File: src/rtl/lisp_token_scanner_macros.svh
// ---------------------------------------------------------------------------
// lisp_token_scanner_macros: assertion macros
// Shared concurrent assertion forms for the token scanner.
// ---------------------------------------------------------------------------
`ifndef LISP_TOKEN_SCANNER_MACROS_SVH
`define LISP_TOKEN_SCANNER_MACROS_SVH

// same-cycle implication
`define LTS_ASSERT_NOW(label, clk, rst, ante, cons) \
   label: assert property (@(posedge clk) disable iff (rst) (ante) |-> (cons)) \
      else $error("lisp_token_scanner: assertion failed");

// next-cycle implication
`define LTS_ASSERT_NEXT(label, clk, rst, ante, cons) \
   label: assert property (@(posedge clk) disable iff (rst) (ante) |=> (cons)) \
      else $error("lisp_token_scanner: assertion failed");

`endif

File: src/rtl/lts_pkg.sv
`timescale 1ns / 1ps
// ---------------------------------------------------------------------------
// lts_pkg
// Token kinds, scan modes, character codes and the token queue entry.
// ---------------------------------------------------------------------------
package lts_pkg;

   localparam int POS_WIDTH_DEFAULT   = 16;
   localparam int QUEUE_DEPTH_DEFAULT = 4;
   localparam int POS_OUT_W           = 16;
   localparam int KIND_W              = 4;
   localparam int MODE_W              = 4;

   localparam logic [KIND_W-1:0] K_END     = 4'd0;
   localparam logic [KIND_W-1:0] K_LPAREN  = 4'd1;
   localparam logic [KIND_W-1:0] K_RPAREN  = 4'd2;
   localparam logic [KIND_W-1:0] K_DOT     = 4'd3;
   localparam logic [KIND_W-1:0] K_PATH    = 4'd4;
   localparam logic [KIND_W-1:0] K_QLPAREN = 4'd5;
   localparam logic [KIND_W-1:0] K_QSYM    = 4'd6;
   localparam logic [KIND_W-1:0] K_STRING  = 4'd7;
   localparam logic [KIND_W-1:0] K_INT     = 4'd8;
   localparam logic [KIND_W-1:0] K_SYMBOL  = 4'd9;
   localparam logic [KIND_W-1:0] K_ERROR   = 4'd10;

   localparam logic [MODE_W-1:0] M_IDLE    = 4'd0;
   localparam logic [MODE_W-1:0] M_COMMENT = 4'd1;
   localparam logic [MODE_W-1:0] M_DOT     = 4'd2;
   localparam logic [MODE_W-1:0] M_PATH    = 4'd3;
   localparam logic [MODE_W-1:0] M_QUOTE   = 4'd4;
   localparam logic [MODE_W-1:0] M_QSYM    = 4'd5;
   localparam logic [MODE_W-1:0] M_STRING  = 4'd6;
   localparam logic [MODE_W-1:0] M_INT     = 4'd7;
   localparam logic [MODE_W-1:0] M_SYMBOL  = 4'd8;

   localparam logic [7:0] CH_EOT    = 8'h00;
   localparam logic [7:0] CH_NL     = 8'h0A;
   localparam logic [7:0] CH_SPACE  = 8'h20;
   localparam logic [7:0] CH_DQUOTE = 8'h22;
   localparam logic [7:0] CH_QUOTE  = 8'h27;
   localparam logic [7:0] CH_LPAREN = 8'h28;
   localparam logic [7:0] CH_RPAREN = 8'h29;
   localparam logic [7:0] CH_DOT    = 8'h2E;
   localparam logic [7:0] CH_SLASH  = 8'h2F;
   localparam logic [7:0] CH_ZERO   = 8'h30;
   localparam logic [7:0] CH_NINE   = 8'h39;
   localparam logic [7:0] CH_SEMI   = 8'h3B;
   localparam logic [7:0] CH_TILDE  = 8'h7E;

   typedef struct packed {
      logic [KIND_W-1:0]    kind;
      logic [POS_OUT_W-1:0] start_pos;
      logic [POS_OUT_W-1:0] end_pos;
   } token_type;

   // one beat of the token queue: all tokens caused by one byte
   typedef struct packed {
      logic      pair;
      token_type tok0;
      token_type tok1;
   } entry_type;

   function automatic logic is_num(input logic [7:0] c);
      return (c >= CH_ZERO) && (c <= CH_NINE);
   endfunction

   function automatic logic is_sym(input logic [7:0] c);
      logic excl;
      excl = (c == CH_DQUOTE) || (c == CH_QUOTE) || (c == CH_DOT) ||
             (c == CH_LPAREN) || (c == CH_RPAREN);
      return !excl && (c > CH_SPACE) && (c <= CH_TILDE);
   endfunction

   function automatic logic is_sym_start(input logic [7:0] c);
      return !is_num(c) && is_sym(c);
   endfunction

endpackage

File: src/rtl/lts_front.sv
`timescale 1ns / 1ps
// ---------------------------------------------------------------------------
// lts_front: scan front end
// Takes one byte per beat while the queue is not full, tracks the scan mode
// and builds the queue entry holding the tokens that byte completes.
// ---------------------------------------------------------------------------
module lts_front #(
   parameter int POS_WIDTH = lts_pkg::POS_WIDTH_DEFAULT
) (
   input  logic                clock,
   input  logic                reset,
   input  logic                req_push,
   input  logic [7:0]          req_text_byte,
   input  logic                q_full,
   output logic                q_push,
   output lts_pkg::entry_type  q_data
);
   import lts_pkg::*;

   localparam int EXT_W = (POS_WIDTH > POS_OUT_W) ? POS_WIDTH : POS_OUT_W;

   function automatic logic [POS_OUT_W-1:0] out_pos(input logic [POS_WIDTH-1:0] v);
      logic [EXT_W-1:0] w;
      w = EXT_W'(v);
      return w[POS_OUT_W-1:0];
   endfunction

   logic [MODE_W-1:0]    mode_ff, mode_in;
   logic [POS_WIDTH-1:0] start_ff, start_in;
   logic [POS_WIDTH-1:0] pos_ff, pos_in;

   logic                 accept;
   logic [7:0]           c;
   logic [POS_WIDTH-1:0] p1, s1;

   logic                 prim_emit;
   logic [KIND_W-1:0]    prim_kind;
   logic [POS_WIDTH-1:0] prim_e;
   logic                 do_fresh;
   logic [MODE_W-1:0]    nxt_mode;
   logic [POS_WIDTH-1:0] nxt_start;

   logic                 f_emit;
   logic [KIND_W-1:0]    f_kind;
   logic [POS_WIDTH-1:0] f_e;
   logic [MODE_W-1:0]    f_mode;

   token_type            prim_tok, fresh_tok;

   assign accept = req_push && !q_full;
   assign c      = req_text_byte;
   assign p1     = pos_ff + 1'b1;
   assign s1     = start_ff + 1'b1;

   // byte handled from idle
   always_comb begin
      f_emit = 1'b0;
      f_kind = K_END;
      f_e    = p1;
      f_mode = M_IDLE;
      priority if (c == CH_EOT) begin
         f_emit = 1'b1;
         f_kind = K_END;
         f_e    = pos_ff;
      end else if (c == CH_SEMI) begin
         f_mode = M_COMMENT;
      end else if (c == CH_LPAREN) begin
         f_emit = 1'b1;
         f_kind = K_LPAREN;
      end else if (c == CH_RPAREN) begin
         f_emit = 1'b1;
         f_kind = K_RPAREN;
      end else if (c == CH_DOT) begin
         f_mode = M_DOT;
      end else if (c == CH_QUOTE) begin
         f_mode = M_QUOTE;
      end else if ((c == CH_SPACE) || (c == CH_NL)) begin
         f_mode = M_IDLE;
      end else if (c == CH_DQUOTE) begin
         f_mode = M_STRING;
      end else if (is_num(c)) begin
         f_mode = M_INT;
      end else if (is_sym_start(c)) begin
         f_mode = M_SYMBOL;
      end else begin
         f_emit = 1'b1;
         f_kind = K_ERROR;
      end
   end

   // token pending in the current mode
   always_comb begin
      prim_emit = 1'b0;
      prim_kind = K_END;
      prim_e    = pos_ff;
      do_fresh  = 1'b0;
      nxt_mode  = M_IDLE;
      nxt_start = start_ff;
      unique case (mode_ff)
         M_COMMENT: begin
            if (c == CH_NL) begin
               nxt_mode = M_IDLE;
            end else if (c == CH_EOT) begin
               prim_emit = 1'b1;
               prim_kind = K_ERROR;
               do_fresh  = 1'b1;
            end else begin
               nxt_mode = M_COMMENT;
            end
         end
         M_DOT: begin
            if (c == CH_SLASH) begin
               nxt_mode = M_PATH;
            end else begin
               prim_emit = 1'b1;
               prim_kind = K_DOT;
               prim_e    = s1;
               do_fresh  = 1'b1;
            end
         end
         M_PATH: begin
            if (is_sym(c) || (c == CH_DOT)) begin
               nxt_mode = M_PATH;
            end else begin
               prim_emit = 1'b1;
               prim_kind = K_PATH;
               do_fresh  = 1'b1;
            end
         end
         M_QUOTE: begin
            if (c == CH_LPAREN) begin
               prim_emit = 1'b1;
               prim_kind = K_QLPAREN;
               prim_e    = p1;
            end else if (is_sym_start(c)) begin
               nxt_mode  = M_QSYM;
               nxt_start = pos_ff;
            end else begin
               prim_emit = 1'b1;
               prim_kind = K_ERROR;
               prim_e    = s1;
               do_fresh  = 1'b1;
            end
         end
         M_QSYM, M_SYMBOL: begin
            if (is_sym(c)) begin
               nxt_mode = mode_ff;
            end else begin
               prim_emit = 1'b1;
               prim_kind = (mode_ff == M_QSYM) ? K_QSYM : K_SYMBOL;
               do_fresh  = 1'b1;
            end
         end
         M_INT: begin
            if (is_num(c)) begin
               nxt_mode = M_INT;
            end else begin
               prim_emit = 1'b1;
               prim_kind = K_INT;
               do_fresh  = 1'b1;
            end
         end
         M_STRING: begin
            if (c == CH_DQUOTE) begin
               prim_emit = 1'b1;
               prim_kind = K_STRING;
               prim_e    = p1;
            end else if (c == CH_EOT) begin
               prim_emit = 1'b1;
               prim_kind = K_ERROR;
               do_fresh  = 1'b1;
            end else begin
               nxt_mode = M_STRING;
            end
         end
         default: begin
            do_fresh = 1'b1;
         end
      endcase
      if (do_fresh) begin
         nxt_mode  = f_mode;
         nxt_start = pos_ff;
      end
   end

   always_comb begin
      prim_tok.kind       = prim_kind;
      prim_tok.start_pos  = out_pos(start_ff);
      prim_tok.end_pos    = out_pos(prim_e);
      fresh_tok.kind      = f_kind;
      fresh_tok.start_pos = out_pos(pos_ff);
      fresh_tok.end_pos   = out_pos(f_e);

      q_data.pair = prim_emit && do_fresh && f_emit;
      q_data.tok0 = prim_emit ? prim_tok : fresh_tok;
      q_data.tok1 = fresh_tok;
      q_push      = accept && (prim_emit || (do_fresh && f_emit));
   end

   always_comb begin
      mode_in  = mode_ff;
      start_in = start_ff;
      pos_in   = pos_ff;
      if (accept) begin
         if (c == CH_EOT) begin
            mode_in  = M_IDLE;
            start_in = '0;
            pos_in   = '0;
         end else begin
            mode_in  = nxt_mode;
            start_in = nxt_start;
            pos_in   = p1;
         end
      end
   end

   always_ff @(posedge clock) begin
      if (reset) begin
         mode_ff  <= M_IDLE;
         start_ff <= '0;
         pos_ff   <= '0;
      end else begin
         mode_ff  <= mode_in;
         start_ff <= start_in;
         pos_ff   <= pos_in;
      end
   end

endmodule

File: src/rtl/lts_queue.sv
`timescale 1ns / 1ps
// ---------------------------------------------------------------------------
// lts_queue: token queue
// Small register queue of per-byte token entries between front and back.
// ---------------------------------------------------------------------------
module lts_queue #(
   parameter int DEPTH = lts_pkg::QUEUE_DEPTH_DEFAULT
) (
   input  logic               clock,
   input  logic               reset,
   input  logic               push,
   input  lts_pkg::entry_type wr_data,
   output logic               full,
   input  logic               pop,
   output logic               valid,
   output lts_pkg::entry_type rd_data
);
   import lts_pkg::*;

   localparam int PTR_W = (DEPTH > 1) ? $clog2(DEPTH) : 1;
   localparam int CNT_W = $clog2(DEPTH + 1);

   entry_type        slot_ff [DEPTH];
   logic [PTR_W-1:0] wr_ptr_ff, wr_ptr_in;
   logic [PTR_W-1:0] rd_ptr_ff, rd_ptr_in;
   logic [CNT_W-1:0] count_ff, count_in;
   logic             do_push, do_pop;

   function automatic logic [PTR_W-1:0] bump(input logic [PTR_W-1:0] p);
      return (p == PTR_W'(DEPTH - 1)) ? '0 : p + 1'b1;
   endfunction

   assign full    = (count_ff == CNT_W'(DEPTH));
   assign valid   = (count_ff != '0);
   assign rd_data = slot_ff[rd_ptr_ff];
   assign do_push = push && !full;
   assign do_pop  = pop && valid;

   always_comb begin
      wr_ptr_in = do_push ? bump(wr_ptr_ff) : wr_ptr_ff;
      rd_ptr_in = do_pop ? bump(rd_ptr_ff) : rd_ptr_ff;
      count_in  = count_ff;
      if (do_push && !do_pop) begin
         count_in = count_ff + 1'b1;
      end else if (do_pop && !do_push) begin
         count_in = count_ff - 1'b1;
      end
   end

   always_ff @(posedge clock) begin
      if (reset) begin
         wr_ptr_ff <= '0;
         rd_ptr_ff <= '0;
         count_ff  <= '0;
      end else begin
         wr_ptr_ff <= wr_ptr_in;
         rd_ptr_ff <= rd_ptr_in;
         count_ff  <= count_in;
      end
   end

   always_ff @(posedge clock) begin
      if (do_push) begin
         slot_ff[wr_ptr_ff] <= wr_data;
      end
   end

endmodule

File: src/rtl/lts_back.sv
`timescale 1ns / 1ps
// ---------------------------------------------------------------------------
// lts_back: result back end
// Splits each queue entry into single tokens and holds the current one in
// the result register until it is popped.
// ---------------------------------------------------------------------------
module lts_back (
   input  logic                             clock,
   input  logic                             reset,
   input  logic                             q_valid,
   input  lts_pkg::entry_type               q_data,
   output logic                             q_pop,
   output logic                             rsp_empty,
   input  logic                             rsp_pop,
   output logic [lts_pkg::KIND_W-1:0]       rsp_token_kind,
   output logic [lts_pkg::POS_OUT_W-1:0]    rsp_start_pos,
   output logic [lts_pkg::POS_OUT_W-1:0]    rsp_end_pos,
   output logic                             rsp_last_of_run
);
   import lts_pkg::*;

   logic      valid_ff, valid_in;
   logic      half_ff, half_in;
   token_type tok_ff, sel_tok;
   logic      last_ff, sel_last;
   logic      load;

   assign load     = q_valid && (!valid_ff || rsp_pop);
   assign sel_tok  = half_ff ? q_data.tok1 : q_data.tok0;
   assign sel_last = half_ff || !q_data.pair;
   assign q_pop    = load && sel_last;

   always_comb begin
      valid_in = valid_ff;
      half_in  = half_ff;
      if (load) begin
         valid_in = 1'b1;
         half_in  = !sel_last;
      end else if (rsp_pop) begin
         valid_in = 1'b0;
      end
   end

   always_ff @(posedge clock) begin
      if (reset) begin
         valid_ff <= 1'b0;
         half_ff  <= 1'b0;
      end else begin
         valid_ff <= valid_in;
         half_ff  <= half_in;
      end
   end

   always_ff @(posedge clock) begin
      if (load) begin
         tok_ff  <= sel_tok;
         last_ff <= sel_last;
      end
   end

   assign rsp_empty       = !valid_ff;
   assign rsp_token_kind  = tok_ff.kind;
   assign rsp_start_pos   = tok_ff.start_pos;
   assign rsp_end_pos     = tok_ff.end_pos;
   assign rsp_last_of_run = last_ff;

endmodule

File: src/rtl/lisp_token_scanner.sv
`timescale 1ns / 1ps
// ---------------------------------------------------------------------------
// lisp_token_scanner
// Streaming S-expression lexer: bytes in, tokens with byte offsets out.
// ---------------------------------------------------------------------------
// Push one source byte per cycle; a zero byte ends the text, emits the end
// token and resets the offset. The front end classifies each byte and queues
// the one or two tokens it completes, if any, as one entry; the back end
// delivers one token per cycle while results are popped, so a byte that both
// closes and opens a token yields two tokens in turn. A token passes through
// the entry queue and then the result register to the result ports. The
// entry queue (QUEUE_DEPTH entries) decides how many bytes are taken while
// the result side stalls; full rises once it is filled.
`include "lisp_token_scanner_macros.svh"

module lisp_token_scanner #(
   parameter int POS_WIDTH   = lts_pkg::POS_WIDTH_DEFAULT,
   parameter int QUEUE_DEPTH = lts_pkg::QUEUE_DEPTH_DEFAULT
) (
   input  logic                          clock,
   input  logic                          reset,
   input  logic                          push,
   output logic                          full,
   input  logic [7:0]                    req_text_byte,
   output logic                          empty,
   input  logic                          pop,
   output logic [lts_pkg::KIND_W-1:0]    rsp_token_kind,
   output logic [lts_pkg::POS_OUT_W-1:0] rsp_start_pos,
   output logic [lts_pkg::POS_OUT_W-1:0] rsp_end_pos,
   output logic                          rsp_last_of_run
);
   import lts_pkg::*;

   logic              q_push, q_full, q_pop, q_valid;
   entry_type         q_wr_data, q_rd_data;
   logic              eot_beat;
   logic [KIND_W-1:0] eot_last_kind;

   assign full = q_full;

   lts_front #(
      .POS_WIDTH (POS_WIDTH)
   ) u_front (
      .clock         (clock),
      .reset         (reset),
      .req_push      (push),
      .req_text_byte (req_text_byte),
      .q_full        (q_full),
      .q_push        (q_push),
      .q_data        (q_wr_data)
   );

   lts_queue #(
      .DEPTH (QUEUE_DEPTH)
   ) u_queue (
      .clock   (clock),
      .reset   (reset),
      .push    (q_push),
      .wr_data (q_wr_data),
      .full    (q_full),
      .pop     (q_pop),
      .valid   (q_valid),
      .rd_data (q_rd_data)
   );

   lts_back u_back (
      .clock           (clock),
      .reset           (reset),
      .q_valid         (q_valid),
      .q_data          (q_rd_data),
      .q_pop           (q_pop),
      .rsp_empty       (empty),
      .rsp_pop         (pop),
      .rsp_token_kind  (rsp_token_kind),
      .rsp_start_pos   (rsp_start_pos),
      .rsp_end_pos     (rsp_end_pos),
      .rsp_last_of_run (rsp_last_of_run)
   );

   assign eot_beat      = push && !full && (req_text_byte == CH_EOT);
   assign eot_last_kind = q_wr_data.pair ? q_wr_data.tok1.kind : q_wr_data.tok0.kind;

   // end of text always queues an entry whose final token is the end token
   `LTS_ASSERT_NOW(a_eot_pushes, clock, reset, eot_beat, q_push)
   `LTS_ASSERT_NOW(a_eot_last_end, clock, reset, eot_beat, eot_last_kind == K_END)
   // nothing queued and nothing held: results stay empty
   `LTS_ASSERT_NEXT(a_no_phantom, clock, reset, !q_valid && empty && !q_push, empty)

endmodule
File: config.mk
export PLATFORM = sky130hd
export DESIGN_NAME = lisp_token_scanner
export DESIGN_NICKNAME = d
export VERILOG_FILES = /design/src/rtl/lts_pkg.sv /design/src/rtl/lts_front.sv /design/src/rtl/lts_queue.sv /design/src/rtl/lts_back.sv /design/src/rtl/lisp_token_scanner.sv
export VERILOG_INCLUDE_DIRS = /design/src /design/src/rtl
export SDC_FILE = /design/constraint.sdc
export NUM_CORES = 1
export LEC_CHECK = 0
export BUFFER_PORTS_ARGS = -buffer_cell sky130_fd_sc_hd__buf_2
export CAP_MARGIN = 25
export CORE_MARGIN = 2
export CORE_UTILIZATION = 50
export CTS_BUF_LIST = sky130_fd_sc_hd__clkbuf_8
export CTS_CLUSTER_DIAMETER = 30
export DETAILED_ROUTE_END_ITERATION = 8
export PLACE_DENSITY = 0.66
export REMOVE_ABC_BUFFERS = 1
export SLEW_MARGIN = 20
export SYNTH_ARGS = -nofsm -noshare
export SYNTH_HDL_FRONTEND = slang
export SYNTH_SLANG_ARGS = --single-unit
File: constraint.sdc
create_clock -name clock -period 6.2 [get_ports clock]
set_clock_uncertainty 0.05 [all_clocks]
set_input_delay 1.24 -clock clock [delete_from_list [all_inputs] [get_ports clock]]
set_output_delay 1.24 -clock clock [all_outputs]
set_load 0.02 [all_outputs]
==> flow_metrics.py, run 1 <==
metrics = {
    "place": {
        "place.gp.congestion": 0.8936,
        "dp_hpwl_um": 19000,
        "place_ws_ps": 1069,
        "io_buffers": 50,
        "postPlaceCellArea_um2": 16840,
    },
    "synth": {
        "synth_top_cell_by_area": "edfxtp_1",
        "synth_top_area_share_pct": 60.22,
        "synth-edff-count": 325,
        "yosys_warnings": 0,
        "avgSynthCellArea_um2": 14.94,
        "syn_inst": 1085,
        "ys_types": 73,
        "synth-seq-cells": 372,
        "yosysSeqAreaShare_pct": 66.02,
        "async_reset_ff_share_pct": 0,
        "synth_area_um2": 16210,
        "synth_ff_type": "edfxtp_1",
        "synth.area.top_cells": "edfxtp_1 60%, mux4_2 10%, dfxtp_1 5.8%, mux2_2 2.5%, nor2_1 1.8%",
    },
    "drt": {
        "vias": 9366,
        "wirelength_um": 33260,
        "drc": 0,
        "ant_nets": 0,
        "first_pass_iters": 5,
        "routed_via_density": 5.821,
        "wl_per_cell_um": 20.67,
        "drtIter0Drc": 727,
    },
    "power_and_ir_drop": {
        "ir_worst_vdd_mv": 0.4015,
        "p_leak_nw": 6.177,
        "power_density_nw_per_um2": 436.3,
        "totalPowerFinal_w": 0.008061,
    },
    "sta": {
        "fin_crit_ps": 4611,
        "hold_viol": 0,
        "max_freq_ghz": 0.2169,
        "timing.final.crit_share_pct": 74.37,
        "setup_ws_ps": 1589,
        "tns_ps": 0,
        "finalSetupViolCount": 0,
        "worst_pin_slew_ps": 968.1,
        "max_slew_margin_pct": 35.46,
        "grt_setup_unrepaired": "false",
        "slew_viol_final": 0,
    },
    "layout": {
        "finalNetCount": 1174,
        "finalInstanceArea_um2": 18480,
        "multiInputGateArea_um2": 5170,
        "area_delta_synth_final_pct": 14.00,
        "seq_area_um2": 10710,
        "drive_above_1_share_pct": 25.85,
        "num-fill-cells": 2500,
        "diodes": 0,
    },
    "critical_path": {
        "path_max_fanout": 9,
        "critPathArrivalTime_ps": 5050,
        "critPathRequiredTime_ps": 6640,
        "worstSetupStartpointType": "input port",
        "critPathCaptureType": "register",
        "path_class": "input port to register",
    },
    "cts": {
        "clk_latency_ps": 580,
        "cts_tree": "yes",
        "cts_buffers": 76,
        "post-cts-setup-buffers": 0,
        "clock_sinks": 372,
        "cts_root_buffer": "clkbuf_8",
        "htreeDepth": 3,
        "cts_resized": 0,
        "hold_buffers": 0,
        "clock_path_buffers": 3,
        "clkSlewWorstSetupHoldPaths_ps": 60,
    },
    "global_route": {
        "use_met3_pct": 3.427,
        "grt_pass1_wl_um": 52850,
        "met2_usage_pct": 33.09,
        "grt.busiest_layer": "met2",
        "grt_max_degree": 57,
        "grt.overflow.total": 0,
        "grt_use_met1_pct": 27.85,
        "antenna_found_initial": 0,
        "track_usage_pct": 20.39,
        "grt_pass1_vias": 9587,
    },
    "floorplan": {
        "dieArea_um2": 33870,
        "die_y_um": 184.0,
        "ios": 51,
        "floorplan.initialDensity_pct": 51.10,
        "placeableCoreArea_um2": 31720,
        "rows": 65,
        "dieWidth_um": 184.0,
    },
    "outcome": {
        "status": "complete, no violations",
    },
    "min_path": {
        "hold_class": "register to register",
    },
    "flow_run": {
        "drv_cap": 0,
    },
}
## per-stage QoR
stage               utilization (%)  std cells  hold WS, ps
floorplan                         -       1009        386.4
CTS                           58.19       1608        433.9
finish                        58.25       1609        433.2
global placement              53.09       1474        405.3
global route                  58.25       1609        446.6
detailed placement            53.09       1474        426.2
## cells by family (layout without fill, tap and decap cells)
group	count (synthesis)	in the layout	share of synthesized area, %
buf+inv	92	214	2.339
flops	372	372	66.02
compound gates	151	151	6.099
fa+ha+maj	11	11	0.8956
xor+xnor	34	34	1.837
simple gates	297	297	8.940
mux	128	128	13.87
## metal layers
layer | share of wire [%] | wire length [µm]
met4 | 2.4 | 804
met1 | 44 | 14600
met3 | 4.9 | 1615
met5 | 0 | 0
met2 | 49 | 16240
## worst paths after layout
path,from,end,slack (ps),depth (start not counted)
min,u_front.start_ff[9],u_front.start_ff[9],430,2
max reg2reg,u_front.mode_ff[2],u_queue.count_ff[2],2290,12
max,req_text_byte[4],u_queue.count_ff[2],1590,14
min reg2reg,u_front.start_ff[9],u_front.start_ff[9],430,2
## state kept, by name, indices dropped and copies added, names as in the netlist, named ones only
| register | flops |
|---|---|
| u_queue.slot_ff | 288 |
| u_back.rsp_end_pos | 16 |
| u_back.rsp_start_pos | 16 |
| u_front.pos_ff | 16 |
| u_front.start_ff | 16 |
| u_back.rsp_token_kind | 4 |
| u_front.mode_ff | 4 |
| u_queue.count_ff | 3 |
| u_queue.rd_ptr_ff | 2 |
| u_queue.wr_ptr_ff | 2 |
| u_back.half_ff | 1 |
| u_back.rsp_last_of_run | 1 |
| u_back.valid_ff | 1 |
## cells in the mapped netlist (all sizes together) (5+ instances only)
| cell | number |
|---|---|
| nor3 | 25 |
| nand3 | 37 |
| and2 | 10 |
| a31oi | 16 |
| a21oi | 50 |
| and3 | 11 |
| mux4 | 72 |
| dfxtp | 47 |
| nand3b | 6 |
| nor2 | 80 |
| xnor2 | 21 |
| clkbuf | 50 |
| inv | 15 |
| nand2b | 12 |
| buf | 26 |
| nor2b | 8 |
| nand2 | 76 |
| or3 | 9 |
| nand4 | 5 |
| edfxtp | 325 |
| o21ai | 39 |
| xor2 | 13 |
| ha | 10 |
| mux2 | 52 |
| o31a | 9 |
## area by class of cell
| class | count | share of cell area [%] |
|---|---|---|
| Clock buffer | 77 | 5.736 |
| Multi-Input combinational cell | 621 | 27.98 |
| Inverter | 16 | 0.3250 |
| Sequential cell | 372 | 57.96 |
| Clock inverter | 57 | 3.013 |
| Tap cell | 402 | 2.722 |
| Timing Repair Buffer | 64 | 2.262 |
## power by group
group          total, W  internal (W)  switching [W]  leakage, nW
Combinational   0.00199      0.000871        0.00112         1.89
Sequential      0.00344       0.00328       0.000162         3.47
Clock           0.00263       0.00156        0.00107        0.824
Total           0.00806       0.00571        0.00235         6.18
## cells in the final DEF, fill, tap and decap left out, drive strengths merged, types with 12 or more instances in the layout
master,count
edfxtp,325
nor2,80
clkbuf,77
nand2,76
mux4,72
buf,64
mux2,52
a21oi,50
dfxtp,47
o21ai,39
nand3,37
clkinv,27
inv,26
nor3,25
xnor2,21
a31oi,16
xor2,13
nand2b,12
## worst max-delay path, cell delays in order
cell and delay, ps:
buf_2 140, or4b_1 690, nor4_1 510, nand2_1 250, a22o_1 330, o2111ai_4 110
a21oi_1 70, nor2_2 310, ha_1 270, inv_1 80, fa_1 430, xor2_1 180
or3_1 310, a21oi_1 140
Power figures use the tool's default switching activity.
==> run 2: changes to the inputs <==
- PLACE_DENSITY: 0.66 -> 0.69
- clock period: 6.2 -> 3.8 ns (I/O delays scaled with it)
==> run 2 against run 1 <==
Effect of this change: non-clock buffer count grew 69; sequential power is 61% higher; largest power group unchanged; register-to-register slack got worse by 1800 ps; sequential share of layout area down 2.2 points; critical path depth increased by 1.
==> flow_metrics.py, run 2 (same netlist as run 1, synthesis figures left out) <==
metrics = {
    "sta": {
        "tns_ps": 0,
        "worst_pin_slew_ps": 963.1,
        "slew_viol_final": 0,
        "max_slew_margin_pct": 35.80,
        "whs_ps": 402.6,
        "max_freq_ghz": 0.2989,
        "setup_ws_ps": 454.6,
        "finalSetupViolCount": 0,
        "fin_crit_ps": 3345,
        "grt_setup_unrepaired": "false",
        "timing.final.crit_share_pct": 88.04,
        "hold_viol": 0,
    },
    "floorplan": {
        "placeableCoreArea_um2": 31720,
        "floorplan.initialDensity_pct": 51.10,
        "rows": 65,
        "dieArea_um2": 33870,
        "ios": 51,
        "dieWidth_um": 184.0,
        "die_y_um": 184.0,
    },
    "global_route": {
        "grt_max_degree": 72,
        "grt_use_met1_pct": 27.92,
        "track_usage_pct": 21.04,
        "grt_pass1_vias": 10180,
        "met2_usage_pct": 34.17,
        "grt.busiest_layer": "met2",
        "grt_pass1_wl_um": 54490,
        "antenna_found_initial": 0,
        "grt.overflow.total": 0,
        "use_met3_pct": 4.517,
    },
    "drt": {
        "routed_via_density": 5.770,
        "drc": 0,
        "first_pass_iters": 5,
        "vias": 9734,
        "ant_nets": 0,
        "wirelength_um": 34090,
        "drtIter0Drc": 752,
        "wl_per_cell_um": 20.21,
    },
    "power_and_ir_drop": {
        "power_density_nw_per_um2": 707.5,
        "intPower_w": 0.009625,
        "ir_worst_vdd_mv": 0.8781,
        "pwr-share-seq_pct": 40.7,
        "p_leak_nw": 6.615,
        "pwr-share-clk_pct": 33.3,
        "p_sw_share_pct": 29.17,
        "comb_power_share_pct": 26.0,
        "p_switching_w": 0.003963,
    },
    "cts": {
        "clk_latency_ps": 610,
        "cts_root_buffer": "clkbuf_8",
        "clock_sinks": 372,
        "cts_buffers": 80,
        "clock_path_buffers": 3,
        "clkSlewWorstSetupHoldPaths_ps": 60,
        "hold_buffers": 0,
        "post-cts-setup-buffers": 0,
        "htreeDepth": 3,
        "cts_tree": "yes",
        "cts_resized": 0,
    },
    "critical_path": {
        "critPathMostFrequentCell": "a21oi_1",
        "critPathTopFamily": "compound AO/OA/AOI/OAI gates",
        "slowest_stage": "or4b_1",
        "worstSetupStartpointType": "input port",
        "worstRegToRegCells": 12,
        "worstReg2RegEnd": "u_queue.count_ff[2]",
        "critPathArrivalTime_ps": 3820,
        "rrSetupSlack_ps": 500,
        "path_max_fanout": 5,
        "worstPathCellList": "buf_2 -> or4b_1 -> buf_4 -> o41ai_4 -> a21oi_2 -> a2111oi_4 -> o31ai_1 -> a21oi_1 -> nor2_2 -> ha_1 -> inv_1 -> fa_1 -> xor2_1 -> or3_1 -> a21oi_1",
        "path_buf_inv": 3,
        "path_class": "input port to register",
        "critPathRequiredTime_ps": 4280,
        "critPathCaptureType": "register",
        "crit_path_max_incr_delay_ps": 540,
        "r2r_start": "u_front.mode_ff[1]",
    },
    "layout": {
        "largest_register": "u_queue.slot_ff",
        "finalNonFillerCells": 1687,
        "final_cell_mix": "325 x edfxtp_1, 83 x clkbuf_8, 79 x nor2_1, 76 x nand2_1, 72 x mux4_2",
        "area_delta_synth_final_pct": 18.51,
        "drive_above_1_share_pct": 30.43,
        "diodes": 0,
        "post-route-util_pct": 60.56,
        "num-fill-cells": 2404,
        "final_common_cell": "edfxtp_1",
        "finalNetCount": 1247,
        "largest_reg_flops": 288,
    },
    "outcome": {
        "status": "complete, no violations",
    },
    "flow_run": {
        "drv_cap": 0,
    },
    "min_path": {
        "hold_class": "input port to register",
        "whs_endpoint": "u_back.valid_ff",
        "hold_start": "pop",
        "whs_path_depth": 4,
    },
    "place": {
        "io_buffers": 50,
        "dp_hpwl_um": 20360,
        "place.gp.congestion": 0.8778,
        "dp.cells": 1543,
        "place_ws_ps": -142.2,
    },
}
[run 2: changes by cell type in the layout (fill, tap and decap cells not counted), moves of 2 or more]
| cell | before | now |
|---|---|---|
| buf_4 | 9 | 69 |
| buf_12 | 5 | 14 |
| clkbuf_8 | 77 | 83 |
| clkinv_2 | 10 | 14 |
| clkinvlp_4 | 11 | 8 |
| clkinv_4 | 6 | 8 |
| inv_1 | 23 | 21 |
| inv_8 | 0 | 2 |
[run 2: worst reg2reg max path: cells and delay by family, from the launching register on]
kind                     cells  cell delay, ps
XOR/XNOR                     1             180
flip-flops                   1             600
AND/OR/NAND/NOR              5            1420
buffers and inverters        1              60
AO/OA/AOI/OAI                3             290
adder cells (fa/ha/maj)      2             610
[run 2: metal layers]
layer,vias to the layer above,part of all wire [%],routed length [µm]
met2,349,49,16690
li1,4495,-,-
met5,-,0,0
met4,0,2.2,759
met3,50,5.6,1922
met1,4840,43,14720
[run 2: how the worst max path moves through the flow]
stage	from	cells past startpoint	endpoint	slack [ps]
after global placement	req_text_byte[4]	15	u_queue.count_ff[2]	-110
after CTS	req_text_byte[4]	15	u_queue.count_ff[2]	470
final	req_text_byte[4]	15	u_queue.count_ff[2]	450
after detailed placement	req_text_byte[4]	15	u_queue.count_ff[2]	-140
after floorplan	req_text_byte[1]	8	u_queue.slot_ff[0][0]	-2820
after global routing	u_front.mode_ff[1]	12	u_queue.count_ff[2]	270
[run 2: cell type report]
cell class	count	area, µm²	share of cell area (%)
Sequential cell	372	10710	55.76
Tap cell	402	503.0	2.619
Multi-Input combinational cell	621	5170	26.92
Timing Repair Buffer	133	1049	5.459
Clock buffer	83	1142	5.948
Clock inverter	60	574.3	2.990
Inverter	16	60.06	0.3127
[run 2: per-stage QoR]
stage | instance area (µm²) | power (W)
6_report | 19210 | 0.01359
5_1_grt | 19210 | 0.01425
4_1_cts | 19190 | 0.01375
3_5_place_dp | 17470 | 0.009189
3_3_place_gp | 17470 | 0.009125
2_1_floorplan | 15890 | 0.008065
[run 2: power by group through the flow]
stage | combinational [W] | clock (W) | sequential, W
after detailed placement | 0.00358 | 0 | 0.00561
after floorplan | 0.00193 | 0 | 0.00613
after global routing | 0.00384 | 0.00482 | 0.00558
after CTS | 0.00360 | 0.00462 | 0.00553
after global placement | 0.00355 | 0 | 0.00558
final | 0.00354 | 0.00452 | 0.00553
==> run 3: changes to the inputs <==
- BUFFER_PORTS_ARGS: -buffer_cell sky130_fd_sc_hd__buf_2 -> not set
- DONT_BUFFER_PORTS: not set -> 1
- PLACE_DENSITY: 0.69 -> not set
- PLACE_DENSITY_LB_ADDON: not set -> 0.12
==> run 3 against run 2 <==
Effect of this change: non-clock buffer count fell by 74; setup slack improved by 32 ps; first-iteration DRC count fell by 19%; global-route usage rose by 0.32 points; critical path depth fell by 1; die area did not move; cell count fell by 4.4%; largest power group unchanged.
==> flow_metrics.py, run 3 (same netlist as run 1, synthesis figures left out) <==
metrics = {
    "outcome": {
        "status": "complete, no violations",
    },
    "sta": {
        "fin_crit_ps": 3313,
        "timing.final.crit_share_pct": 87.19,
        "whs_ps": 183.0,
        "hold_viol": 0,
        "slew_viol_final": 0,
        "max_slew_margin_pct": 34.32,
        "finalSetupViolCount": 0,
        "grt_setup_unrepaired": "false",
        "worst_pin_slew_ps": 985.3,
        "setup_ws_ps": 486.8,
        "max_freq_ghz": 0.3018,
    },
    "cts": {
        "cts_root_buffer": "clkbuf_8",
        "cts_resized": 0,
        "cts_buffers": 81,
        "hold_buffers": 0,
        "clock_sinks": 372,
        "post-cts-setup-buffers": 0,
        "cts_tree": "yes",
        "htreeDepth": 3,
        "clock_path_buffers": 3,
        "clk_latency_ps": 600,
        "clkSlewWorstSetupHoldPaths_ps": 50,
    },
    "critical_path": {
        "path_buf_inv": 2,
        "path_class": "input port to register",
        "slowest_stage": "or4b_1",
        "critPathArrivalTime_ps": 3790,
        "critPathTopFamily": "compound AO/OA/AOI/OAI gates",
        "worstPathCellList": "or4b_1 -> buf_4 -> o41ai_4 -> a21oi_2 -> a2111oi_4 -> o31ai_1 -> a21oi_1 -> nor2_2 -> ha_1 -> inv_1 -> fa_1 -> xor2_1 -> or3_1 -> a21oi_1",
        "critPathCaptureType": "register",
        "crit_path_max_incr_delay_ps": 550,
        "critPathRequiredTime_ps": 4280,
        "critPathMostFrequentCell": "a21oi_1",
        "worstReg2RegEnd": "u_queue.count_ff[2]",
        "worstRegToRegCells": 12,
        "path_max_fanout": 9,
        "worstSetupStartpointType": "input port",
        "r2r_start": "u_front.mode_ff[2]",
        "rrSetupSlack_ps": 530,
    },
    "drt": {
        "drc": 0,
        "ant_nets": 0,
        "routed_via_density": 5.791,
        "drtIter0Drc": 610,
        "first_pass_iters": 5,
        "wirelength_um": 34640,
        "wl_per_cell_um": 21.49,
        "vias": 9335,
    },
    "power_and_ir_drop": {
        "ir_worst_vdd_mv": 0.9164,
        "p_leak_nw": 6.309,
        "power_density_nw_per_um2": 711.8,
        "totalPowerFinal_w": 0.01333,
    },
    "layout": {
        "largest_register": "u_queue.slot_ff",
        "drive_above_1_share_pct": 25.29,
        "diodes": 0,
        "finalInstanceArea_um2": 18730,
        "final_common_cell": "edfxtp_1",
        "largest_reg_flops": 288,
        "num-fill-cells": 2477,
        "finalNetCount": 1174,
        "area_delta_synth_final_pct": 15.56,
        "final_cell_mix": "325 x edfxtp_1, 86 x clkbuf_8, 79 x nor2_1, 76 x nand2_1, 72 x mux4_2",
    },
    "min_path": {
        "hold_class": "input port to register",
        "hold_start": "reset",
        "whs_path_depth": 1,
        "whs_endpoint": "u_back.half_ff",
    },
    "place": {
        "place.gp.congestion": 0.8974,
        "dp_hpwl_um": 20520,
        "io_buffers": 0,
        "postPlaceCellArea_um2": 17020,
        "place_ws_ps": -42.55,
    },
    "floorplan": {
        "die_y_um": 184.0,
        "floorplan.initialDensity_pct": 51.10,
        "placeableCoreArea_um2": 31720,
        "dieWidth_um": 184.0,
        "ios": 51,
        "rows": 65,
        "dieArea_um2": 33870,
    },
    "global_route": {
        "grt_pass1_wl_um": 55070,
        "grt.overflow.total": 0,
        "grt_max_degree": 56,
        "grt_pass1_vias": 9711,
        "antenna_found_initial": 0,
        "track_usage_pct": 21.36,
    },
    "flow_run": {
        "drv_cap": 0,
    },
}
==> run 3: cell types whose count changed in the layout (fill, tap and decap cells not counted), sizes merged <==
cell and delta:
buf -74, bufinv +1, clkbuf +3, clkinv -14, clkinvlp +3, inv +6
==> run 3: final cells by class <==
class,count,area (µm²),share of cell area [%]
Clock buffer,86,1184,6.320
Clock inverter,56,528.0,2.819
Inverter,16,60.06,0.3207
Multi-Input combinational cell,621,5177,27.64
Sequential cell,372,10710,57.18
Tap cell,402,503.0,2.686
Timing Repair Buffer,59,568.0,3.033
==> run 3: layer usage <==
layer	wire (µm)	global-route usage, %
met5	0	0
met4	537	6.464
met2	16880	34.42
met1	15500	29.48
met3	1720	4.457
==> run 3: how the worst max path moves through the flow <==
stage               cells after the start                     end  slack, ps                from
floorplan                               8   u_queue.slot_ff[0][0]      -2820    req_text_byte[1]
global placement                       14     u_queue.count_ff[2]        -10    req_text_byte[4]
detailed placement                     14     u_queue.count_ff[2]        -40    req_text_byte[4]
CTS                                    12     u_queue.count_ff[2]        520  u_front.mode_ff[0]
global route                            8  u_queue.slot_ff[3][51]        240   u_front.pos_ff[5]
finish                                 14     u_queue.count_ff[2]        490    req_text_byte[4]
==> run 3: worst reg2reg max path, cell delays in order, from the launching register on <==
cell	delay [ps]
dfxtp_1	400
nor4b_1	430
nor2b_1	520
nor2_1	170
o2111ai_4	100
a21oi_1	80
nor2_2	120
ha_1	180
inv_1	60
fa_1	430
xor2_1	180
or3_1	310
a21oi_1	150
==> run 3: where the power goes <==
part	leakage, nW	total [W]	internal, W	switching (W)
combinational	1.94	0.00299	0.00139	0.00160
sequential	3.47	0.00583	0.00537	0.000463
clock	0.899	0.00451	0.00277	0.00174
total	6.31	0.0133	0.00953	0.00380
==> run 3: stage by stage <==
| step | instances | utilization [%] | TNS [ps] |
|---|---|---|---|
| final | 1612 | 59.05 | 0 |
| after floorplan | 1009 | - | -974760 |
| after CTS | 1612 | 59.05 | 0 |
| after global routing | 1612 | 59.05 | 0 |
| after global placement | 1470 | 53.63 | -11.92 |
| after detailed placement | 1470 | 53.65 | -42.55 |
